==> src/hw/rtl/grid_dfs_path_finder_assert.svh <==
// Assertion macros for the grid path finder.
`ifndef GRID_DFS_PATH_FINDER_ASSERT_SVH
`define GRID_DFS_PATH_FINDER_ASSERT_SVH

// The antecedent is checked at every clock edge, outside reset.
`define GDP_ASSERT_IMP(label, ante, cons, msg) \
  label: assert property (@(posedge clk) disable iff (!rst_n) (ante) |-> (cons)) \
    else $error(msg);

// The antecedent is checked at one edge and the consequent at the next.
`define GDP_ASSERT_NEXT(label, ante, cons, msg) \
  label: assert property (@(posedge clk) disable iff (!rst_n) (ante) |=> (cons)) \
    else $error(msg);

`endif

==> src/hw/rtl/gdp_pkg.sv <==
`timescale 1ns / 1ps
package gdp_pkg;
  localparam int MaxWidth  = 64;
  localparam int MaxHeight = 64;
  localparam int XW = $clog2(MaxWidth);
  localparam int YW = $clog2(MaxHeight);
  localparam int Cells = MaxWidth * MaxHeight;
  localparam int AW = XW + YW;
  localparam int CW = AW + 1;

  typedef logic [AW-1:0] addr_t;
  typedef logic [CW-1:0] cnt_t;

  typedef enum logic [1:0] {
    MODE_WRITE = 2'd0,
    MODE_SEARCH = 2'd1,
    MODE_READ = 2'd2,
    MODE_NONE = 2'd3
  } mode_t;

  typedef enum logic [1:0] {
    ST_DONE = 2'd0,
    ST_FOUND = 2'd1,
    ST_NOPATH = 2'd2,
    ST_NOSTART = 2'd3
  } status_t;

  // parent marks
  typedef enum logic [2:0] {
    PM_NONE = 3'd0,
    PM_UP = 3'd1,
    PM_DOWN = 3'd2,
    PM_LEFT = 3'd3,
    PM_RIGHT = 3'd4,
    PM_START = 3'd5
  } pmark_t;

  typedef enum logic [4:0] {
    S_IDLE,
    S_WRITE,
    S_READ0,
    S_READ1,
    S_CHECK,
    S_CLEAR,
    S_INIT,
    S_POP,
    S_POPWAIT,
    S_EXAM,
    S_NBR_RD,
    S_NBR_WAIT,
    S_NBR_DO,
    S_CNT_RD,
    S_CNT_WAIT,
    S_CNT_DO,
    S_BLD_RD,
    S_BLD_WAIT,
    S_BLD_DO,
    S_RESP
  } state_t;

  typedef struct packed {
    logic    wall_we;
    logic    route_rd;
    logic    cfg_check;
    logic    clr_init;
    logic    clr_step;
    logic    push_start;
    logic    pop_rd;
    logic    pop_take;
    logic    dir_init;
    logic    nbr_rd;
    logic    nbr_do;
    logic    walk_init;
    logic    walk_rd;
    logic    cnt_do;
    logic    bld_init;
    logic    bld_do;
    logic    finish;
    status_t stat;
  } ctl_t;

  typedef struct packed {
    logic bad_cfg;
    logic clr_last;
    logic stack_empty;
    logic at_goal;
    logic dir_last;
    logic at_start;
    logic bld_last;
  } sts_t;
endpackage

==> src/hw/rtl/gdp_ctrl.sv <==
`timescale 1ns / 1ps
module gdp_ctrl (
  input  logic             clk,
  input  logic             rst_n,
  input  logic             start,
  input  logic [1:0]       in_mode,
  input  gdp_pkg::sts_t    sts,
  output logic             busy,
  output gdp_pkg::ctl_t    ctl
);
  gdp_pkg::state_t state_r, state_nxt;

  always_ff @(posedge clk) begin
    if (!rst_n) begin
      state_r <= gdp_pkg::S_IDLE;
    end else begin
      state_r <= state_nxt;
    end
  end

  always_comb begin
    state_nxt = state_r;
    unique case (state_r)
      gdp_pkg::S_IDLE: begin
        if (start) begin
          unique case (in_mode)
            gdp_pkg::MODE_SEARCH: state_nxt = gdp_pkg::S_CHECK;
            gdp_pkg::MODE_READ:   state_nxt = gdp_pkg::S_READ0;
            default:              state_nxt = gdp_pkg::S_WRITE;
          endcase
        end
      end
      gdp_pkg::S_WRITE:    state_nxt = gdp_pkg::S_RESP;
      gdp_pkg::S_READ0:    state_nxt = gdp_pkg::S_READ1;
      gdp_pkg::S_READ1:    state_nxt = gdp_pkg::S_RESP;
      gdp_pkg::S_CHECK:    state_nxt = sts.bad_cfg ? gdp_pkg::S_RESP : gdp_pkg::S_CLEAR;
      gdp_pkg::S_CLEAR:    if (sts.clr_last) state_nxt = gdp_pkg::S_INIT;
      gdp_pkg::S_INIT:     state_nxt = gdp_pkg::S_POP;
      gdp_pkg::S_POP:      state_nxt = sts.stack_empty ? gdp_pkg::S_RESP : gdp_pkg::S_POPWAIT;
      gdp_pkg::S_POPWAIT:  state_nxt = gdp_pkg::S_EXAM;
      gdp_pkg::S_EXAM:     state_nxt = sts.at_goal ? gdp_pkg::S_CNT_RD : gdp_pkg::S_NBR_RD;
      gdp_pkg::S_NBR_RD:   state_nxt = gdp_pkg::S_NBR_WAIT;
      gdp_pkg::S_NBR_WAIT: state_nxt = gdp_pkg::S_NBR_DO;
      gdp_pkg::S_NBR_DO:   state_nxt = sts.dir_last ? gdp_pkg::S_POP : gdp_pkg::S_NBR_RD;
      gdp_pkg::S_CNT_RD:   state_nxt = sts.at_start ? gdp_pkg::S_BLD_RD : gdp_pkg::S_CNT_WAIT;
      gdp_pkg::S_CNT_WAIT: state_nxt = gdp_pkg::S_CNT_DO;
      gdp_pkg::S_CNT_DO:   state_nxt = gdp_pkg::S_CNT_RD;
      gdp_pkg::S_BLD_RD:   state_nxt = gdp_pkg::S_BLD_WAIT;
      gdp_pkg::S_BLD_WAIT: state_nxt = gdp_pkg::S_BLD_DO;
      gdp_pkg::S_BLD_DO:   state_nxt = sts.bld_last ? gdp_pkg::S_RESP : gdp_pkg::S_BLD_RD;
      gdp_pkg::S_RESP:     state_nxt = gdp_pkg::S_IDLE;
      default:             state_nxt = gdp_pkg::S_IDLE;
    endcase
  end

  // status of the reply is latched by the datapath on finish
  always_comb begin
    ctl = '0;
    ctl.stat = gdp_pkg::ST_DONE;
    busy = (state_r != gdp_pkg::S_IDLE);
    unique case (state_r)
      gdp_pkg::S_IDLE: ;
      gdp_pkg::S_WRITE: begin
        ctl.wall_we = 1'b1;
        ctl.finish = 1'b1;
      end
      gdp_pkg::S_READ0: ctl.route_rd = 1'b1;
      gdp_pkg::S_READ1: ctl.finish = 1'b1;
      gdp_pkg::S_CHECK: begin
        ctl.cfg_check = 1'b1;
        ctl.clr_init = 1'b1;
        ctl.stat = gdp_pkg::ST_NOSTART;
        ctl.finish = sts.bad_cfg;
      end
      gdp_pkg::S_CLEAR: ctl.clr_step = 1'b1;
      gdp_pkg::S_INIT: ctl.push_start = 1'b1;
      gdp_pkg::S_POP: begin
        ctl.pop_rd = 1'b1;
        ctl.stat = gdp_pkg::ST_NOPATH;
        ctl.finish = sts.stack_empty;
      end
      gdp_pkg::S_POPWAIT: ctl.pop_take = 1'b1;
      gdp_pkg::S_EXAM: begin
        ctl.dir_init = 1'b1;
        ctl.walk_init = 1'b1;
      end
      gdp_pkg::S_NBR_RD: ctl.nbr_rd = 1'b1;
      gdp_pkg::S_NBR_WAIT: ;
      gdp_pkg::S_NBR_DO: ctl.nbr_do = 1'b1;
      gdp_pkg::S_CNT_RD: begin
        ctl.walk_rd = 1'b1;
        ctl.bld_init = sts.at_start;
      end
      // hold the parent store address on the walk cell
      gdp_pkg::S_CNT_WAIT: ctl.walk_rd = 1'b1;
      gdp_pkg::S_CNT_DO: ctl.cnt_do = 1'b1;
      gdp_pkg::S_BLD_RD: ctl.walk_rd = 1'b1;
      gdp_pkg::S_BLD_WAIT: ctl.walk_rd = 1'b1;
      gdp_pkg::S_BLD_DO: begin
        ctl.bld_do = 1'b1;
        ctl.stat = gdp_pkg::ST_FOUND;
        ctl.finish = sts.bld_last;
      end
      gdp_pkg::S_RESP: ;
      default: ;
    endcase
  end
endmodule

==> config.mk <==
export PLATFORM = sky130hd
export DESIGN_NAME = gdp_ctrl
export DESIGN_NICKNAME = d
export VERILOG_FILES = /design/src/hw/rtl/grid_dfs_path_finder_assert.svh /design/src/hw/rtl/gdp_pkg.sv /design/src/hw/rtl/gdp_ctrl.sv
export SDC_FILE = /design/constraint.sdc
export NUM_CORES = 1
export LEC_CHECK = 0
export BUFFER_PORTS_ARGS = -buffer_cell sky130_fd_sc_hd__buf_2
export CORE_MARGIN = 2
export CORE_UTILIZATION = 47
export DETAILED_ROUTE_END_ITERATION = 7
export GPL_ROUTABILITY_DRIVEN = 0
export PLACE_DENSITY = 0.8
export SYNTH_ARGS = -nofsm -noshare
export SYNTH_HDL_FRONTEND = slang
export SYNTH_SLANG_ARGS = --single-unit
==> constraint.sdc <==
create_clock -name clk -period 1.5 [get_ports clk]
set_input_delay 0.075 -clock clk [delete_from_list [all_inputs] [get_ports clk]]
set_output_delay 0.075 -clock clk [all_outputs]
set_load 0.01 [all_outputs]
==> results.txt, run 1 <==
Outcome: finished, violations left
Failing checks: negative setup slack
Share of the yosys chip area belonging to registers: 13.2%
Number of H-tree branching levels: 1
Die area: 1950 µm²
Port-buffer cells: 31
Relative slew slack: 82.5%
Number of global-route vias before repair: 873
Number of hold-repair buffers added at the cts stage: 0
Register with the most flip-flops: state_r
CTS Buf Count: 3
Worst clock skew on the final layout: 0.0149 ns
Worst endpoint required time: 1.42 ns
Detailed-placement wirelength estimate: 1770 µm
Portion of the clock cycle consumed by the worst path in the final layout: 102%
CP peak stage delay: 0.42 ns
F_max: 0.653 GHz
Startpoint types: register
Synthesis warning total: 0
Final setup violation count: 1
Share of flip-flops with an asynchronous set or reset after synthesis: 0%
CP Cell Sequence: or3_4 -> nor2_4 -> a221oi_2 -> inv_1 -> buf_2
Initial antenna violation count: 0
Via count of the routed design: 950
Endpoint arrival time on the critical path: 1.46 ns
Count of max-cap constraint violations: 0
Number of flip-flops and latches in the synthesized netlist: 5
Die Y: 44.2 µm
Non-Filler Instances: 161
Share of cells above drive strength 1: 57.2%
Remaining number of nets flagged by the antenna check after routing: 0
Area of all placed cells without fillers: 1100 µm²
Num Clock Sinks: 5
Die outline width: 44.2 µm
Min Hold Slack: 0.112 ns
Placement-stage worst setup slack: 0.0212 ns
Layout-stage area growth over the synthesis result: 44.9%
Largest net degree at the start of global routing: 11
Clock insertion delay at the later pin of the skew report: 0.26 ns
Netlist cell types: 45
Sum of routed wire length over all layers: 2470 µm
Per-cell via count in the routed design: 5.90
Largest registers: state_r: 5 flops
PwrDens: 1560 nW/µm²
Starting DRC count in detailed routing: 22
Number of placed instances, taps included: 150
Total I/O pin count: 32
Max VDD drop: 0.947 mV
Layout Nets: 160
Fillers: 121
Count of unresolved DRC violations after routing: 0
CP max stage cell: sky130_fd_sc_hd__or3_4
Slew of the pin with the lowest slew margin: 0.261 ns
Area of the core: 1510 µm²
Cell at the root of the clock tree: sky130_fd_sc_hd__clkbuf_4
Number of nets produced by synthesis: 111
Static leakage power: 0.000539 µW
Tot GR Track Use: 26.7%
Syn Inst Count: 97
Clock slew seen by the registers of the worst setup and hold paths: 0.06 ns
Clock buffer depth: 2
Global-route wire length before repair: 3870 µm
Largest register FFs: 5
Avg Cell Area, Syn: 7.82 µm²
Placement-stage cell area: 953 µm²
Mean routed wirelength per cell: 15.3 µm
Router iterations before antenna repair: 4
Summed instance area of the synthesized netlist: 758 µm²
RSZ-0062 raised after global routing: true
Initial standard-cell utilization of the core: 50.3%
Count of antenna diodes in the layout: 0
Most used DFF post-synth: sky130_fd_sc_hd__dfxtp_1
Maximum fanout along the worst path: 8
Final-layout setup total negative slack: -0.0312 ns
Worst min-delay path class: input port to register
Number of failing hold endpoints at the final stage: 0
Fin crit period: 1.53 ns
Number of pins with negative max-slew slack in the final report: 0
Number of cell rows: 14
Worst Setup Path Type: register to output port
Number of flops mapped to enable cells by yosys: 0
Total congestion overflow: 0
CTS tree: built
Smallest setup slack after layout: -0.0312 ns
CP endpoint kind: output port
## final cells by class
| type | count | area, µm² | area share (%) |
|---|---|---|---|
| clock buffer | 4 | 26.3 | 2.39 |
| inverter | 5 | 18.8 | 1.71 |
| sequential | 5 | 111 | 10.1 |
| tap | 16 | 20.0 | 1.82 |
| multi-input combinational | 76 | 587 | 53.4 |
| timing repair buffer | 55 | 335 | 30.5 |
## cells in the mapped netlist (all sizes together), types with 3 or more instances
cell type,count,area share [%]
nand2,6,3.0
nand2b,5,4.1
a31oi,4,3.3
nor3b,3,3.0
inv,5,2.5
nor2,12,7.9
a21oi,5,3.3
dfxtp,5,13
nor3,4,2.6
buf,9,11
## placed cells by master (no fill, tap or decap), types with 2 or more instances in the layout
cell	n
sky130_fd_sc_hd__or3b_4	2
sky130_fd_sc_hd__nor2_4	3
sky130_fd_sc_hd__dfxtp_2	3
sky130_fd_sc_hd__nor4b_2	2
sky130_fd_sc_hd__nor3b_1	2
sky130_fd_sc_hd__dfxtp_4	2
sky130_fd_sc_hd__nand2b_1	3
sky130_fd_sc_hd__o21ai_0	2
sky130_fd_sc_hd__ha_1	2
sky130_fd_sc_hd__nor3_2	2
sky130_fd_sc_hd__a211o_1	2
sky130_fd_sc_hd__buf_2	31
sky130_fd_sc_hd__a21oi_1	5
sky130_fd_sc_hd__o32a_1	2
sky130_fd_sc_hd__a31oi_1	4
sky130_fd_sc_hd__nor2b_1	2
sky130_fd_sc_hd__nor3_1	2
sky130_fd_sc_hd__clkbuf_4	3
sky130_fd_sc_hd__buf_4	24
sky130_fd_sc_hd__nand2_1	6
sky130_fd_sc_hd__nor2_1	9
sky130_fd_sc_hd__inv_1	5
sky130_fd_sc_hd__a21boi_1	2
## power breakdown
| part | leakage [µW] | internal (µW) | switching [µW] |
|---|---|---|---|
| clock network | 0.0000150 | 101 | 66.8 |
| logic | 0.000480 | 638 | 602 |
| registers | 0.0000436 | 195 | 112 |
| total | 0.000539 | 934 | 781 |
## through the flow
step	total power, µW	utilization [%]
after floorplan	1050	-
after global placement	1270	63.3
after detailed placement	1310	63.3
after CTS	1600	69.5
after global routing	1810	72.9
final	1720	72.9
## cells by family (layout without fill, tap and decap cells)
| family | count (synthesis) | count (layout) | synth area share [%] |
|---|---|---|---|
| adders and majority gates | 2 | 2 | 3.30 |
| DFF | 5 | 5 | 13.2 |
| xor gates and xnor gates | 1 | 1 | 1.16 |
| buffers and inverters | 16 | 64 | 16.7 |
| and+or+nand+nor | 43 | 43 | 33.8 |
| AOI/OAI and AO/OA | 30 | 30 | 31.8 |
## timing repair
| item | in CTS | in global routing |
|---|---|---|
| resized for setup | 12 | 7 |
| pin swaps | 4 | 3 |
| cloned | 0 | 0 |
| setup buffers | 5 | 2 |
| endpoints found under the setup margin | 15 | 7 |
## metal layers
metal  GRT usage [%]  part of all wire, %  up-vias
met4            9.09                  1.5        0
met1            33.1                   39      441
met3            2.86                  8.0        6
li1                -                    -      447
met5               0                    0        -
met2            47.6                   51       56
## critical path: cells and delay by family, from the launching register on
kind                   cells  cell delay [ns]
AOI/OAI and AO/OA          1             0.09
buffers and inverters      2             0.18
DFF                        1             0.37
and+or+nand+nor            2             0.56
## final timing paths
check / from / endpoint / slack [ns] / cells after the start
worst max register to register: state_r[1] / state_r[1] / 0.06 / 5
worst min register to register: state_r[1] / state_r[1] / 0.70 / 2
worst max-delay path: state_r[1] / ctl[2] / -0.03 / 5
worst min-delay path: rst_n / state_r[4] / 0.11 / 2
(Power assumes the default switching activity.)
==> run 2, diff against run 1 <==
--- a/config.mk
+++ b/config.mk
@@ -11,6 +11,7 @@
 export DETAILED_ROUTE_END_ITERATION = 7
 export GPL_ROUTABILITY_DRIVEN = 0
 export PLACE_DENSITY = 0.8
+export SKIP_LAST_GASP = 1
 export SYNTH_ARGS = -nofsm -noshare
 export SYNTH_HDL_FRONTEND = slang
 export SYNTH_SLANG_ARGS = --single-unit
==> results.txt, run 2 (synthesis gave the netlist of run 1 again) <==
Worst Setup Path Type: register to output port
Count of unresolved DRC violations after routing: 0 (unchanged)
Placement-stage cell area: 953 µm² (unchanged)
CP Cell Sequence: or3_4 -> nor2_4 -> a221oi_2 -> inv_1 -> buf_2
Worst R2R Setup Slack: 0.06 ns (about the same)
Static leakage power: 0.000535 µW (-0.60%)
Number of cell rows: 14 (unchanged)
Router iterations before antenna repair: 4 (unchanged)
Detailed-placement wirelength estimate: 1770 µm (unchanged)
F_max: 0.655 GHz (+0.22%)
Clock buffer depth: 2 (unchanged)
Num Clock Sinks: 5 (unchanged)
Hold Crit Endpoint: state_r[4]
Fraction of power consumed by the clock network: 9.5% (-0.3 points)
CTS tree: built
Placement-stage worst setup slack: 0.0212 ns (unchanged)
Worst clock skew on the final layout: 0.0151 ns (+0.000133 ns)
Register with the most flip-flops: state_r
Per-cell via count in the routed design: 5.82 (-1.4%)
Starting DRC count in detailed routing: 32 (+45%)
Largest net degree at the start of global routing: 11 (unchanged)
PwrDens: 1560 nW/µm² (-0.30%)
Number of failing hold endpoints at the final stage: 0 (unchanged)
Min-Delay Startpoint: rst_n
Area of the core: 1510 µm² (unchanged)
CTS Buf Count: 3 (unchanged)
Worst reg-to-reg path cell count: 5 (unchanged)
Total congestion overflow: 0 (unchanged)
Remaining number of nets flagged by the antenna check after routing: 0 (unchanged)
Sequential Power Share: 17.9% (about the same)
Worst reg2reg endpoint: state_r[1]
Portion of the clock cycle consumed by the worst path in the final layout: 102% (-0.23 points)
Endpoint arrival time on the critical path: 1.45 ns (about the same)
Worst Path Buf+Inv: 2 (unchanged)
Combinational group share of total power: 72.6% (+0.3 points)
Net Sw Power: 776 µW (-0.62%)
Count of antenna diodes in the layout: 0 (unchanged)
Utilization after layout: 73.5% (+0.58 points)
CP endpoint kind: output port
Hold Path Cell Cnt: 2 (unchanged)
RSZ-0062 raised after global routing: true
Clock insertion delay at the later pin of the skew report: 0.25 ns (about the same)
Max VDD drop: 0.934 mV (-1.3%)
Tot GR Track Use: 27.0% (+0.34 points)
CP max stage cell: sky130_fd_sc_hd__or3_4
Maximum fanout along the worst path: 8 (unchanged)
Largest registers: state_r: 5 flops
CP peak stage delay: 0.43 ns (about the same)
Count of max-cap constraint violations: 0 (unchanged)
Final setup violation count: 1 (unchanged)
Smallest setup slack after layout: -0.0278 ns (+0.00341 ns)
Total I/O pin count: 32 (unchanged)
Die area: 1950 µm² (unchanged)
Commonest non-fill, non-tap cell in the layout: sky130_fd_sc_hd__buf_2
Number of hold-repair buffers added at the cts stage: 0 (unchanged)
Relative slew slack: 82.6% (+0.15 points)
Layout-stage area growth over the synthesis result: 46.0%
Slew of the pin with the lowest slew margin: 0.258 ns (-0.00229 ns)
Largest register FFs: 5 (unchanged)
Die Y: 44.2 µm (unchanged)
Via count of the routed design: 937 (-1.4%)
Outcome: finished, violations left
Initial standard-cell utilization of the core: 50.3% (unchanged)
Layout Nets: 160 (unchanged)
Internal power component: 948 µW (+1.4%)
Highest-count cells in the layout ignoring fill and taps: 31 x sky130_fd_sc_hd__buf_2, 23 x sky130_fd_sc_hd__buf_4, 8 x sky130_fd_sc_hd__nor2_1
Share of cells above drive strength 1: 57.9% (+0.69 points)
Fin crit period: 1.53 ns (-0.00341 ns)
Sum of routed wire length over all layers: 2410 µm (-2.4%)
Number of global-route vias before repair: 873 (unchanged)
Number of pins with negative max-slew slack in the final report: 0 (unchanged)
Clock slew seen by the registers of the worst setup and hold paths: 0.05 ns (about the same)
Die outline width: 44.2 µm (unchanged)
Initial antenna violation count: 0 (unchanged)
Worst endpoint required time: 1.42 ns (about the same)
Area of all placed cells without fillers: 1110 µm² (+0.80%)
Cell at the root of the clock tree: sky130_fd_sc_hd__clkbuf_4
Global-route wire length before repair: 3860 µm (-0.34%)
Worst min-delay path class: input port to register
Number of H-tree branching levels: 1 (unchanged)
Startpoint types: register
Mean routed wirelength per cell: 15.0 µm (-2.4%)
Critical register-to-register path startpoint: state_r[1]
Failing checks: negative setup slack
Port-buffer cells: 31 (unchanged)
Sw Share: 45.0% (-0.51 points)
Kind of cell adding the most delay to the critical path: simple AND/OR/NAND/NOR gates
-- run 2: cell counts in the layout (fill, tap and decap cells not counted) --
No cell type changed its count.
-- run 2: worst max-delay path by stage --
stage | slack, ns | end | start | cells after the start
finish | -0.03 | ctl[2] | state_r[1] | 5
floorplan | 0.12 | ctl[17] | state_r[0] | 4
detailed placement | 0.02 | state_r[1] | state_r[0] | 4
global placement | 0.05 | state_r[1] | state_r[0] | 4
global route | -0.09 | ctl[2] | state_r[1] | 5
CTS | -0.02 | ctl[2] | state_r[1] | 5
-- run 2: metrics by stage --
step / total power (µW) / TNS, ns / hold slack, ns / std cells
CTS: 1590 / -0.0357 / 0.103 / 159
global placement: 1270 / 0 / 0.361 / 150
global route: 1830 / -0.326 / 0.108 / 161
detailed placement: 1310 / 0 / 0.362 / 150
floorplan: 1050 / 0 / 0.228 / 97
finish: 1720 / -0.0278 / 0.108 / 161
-- run 2: repair_timing --
item / 4_1_cts / 5_1_grt
pin swaps: 4 / 3
setup buffers: 5 / 2
endpoints found under the hold margin: 0 / 0
resized for setup: 11 / 10
setup endpoints to repair: 15 / 10
-- run 2: power by group through the flow --
stage               Clock, µW  Sequential (µW)  Combinational [µW]
detailed placement          0              279                1030
finish                    164              308                1250
global route              179              319                1340
global placement            0              274                 993
CTS                       161              294                1130
floorplan                   0              218                 836
-- run 2: layout make-up --
type | instances | area (µm²)
fillers | 121 | 399
flip-flops and latches | 5 | 114
inverters | 5 | 18.8
multi-input cells | 76 | 589
repair buffers | 55 | 339
clock buffers | 4 | 26.3
well taps | 16 | 20.0
-- run 2: metal layers --
layer | wire [µm] | GRT usage [%] | share of wire, %
met3 | 173 | 5.31 | 7.2
met1 | 996 | 33.1 | 41
met5 | 0 | 0 | 0
met2 | 1210 | 46.2 | 50
met4 | 36 | 10.9 | 1.5
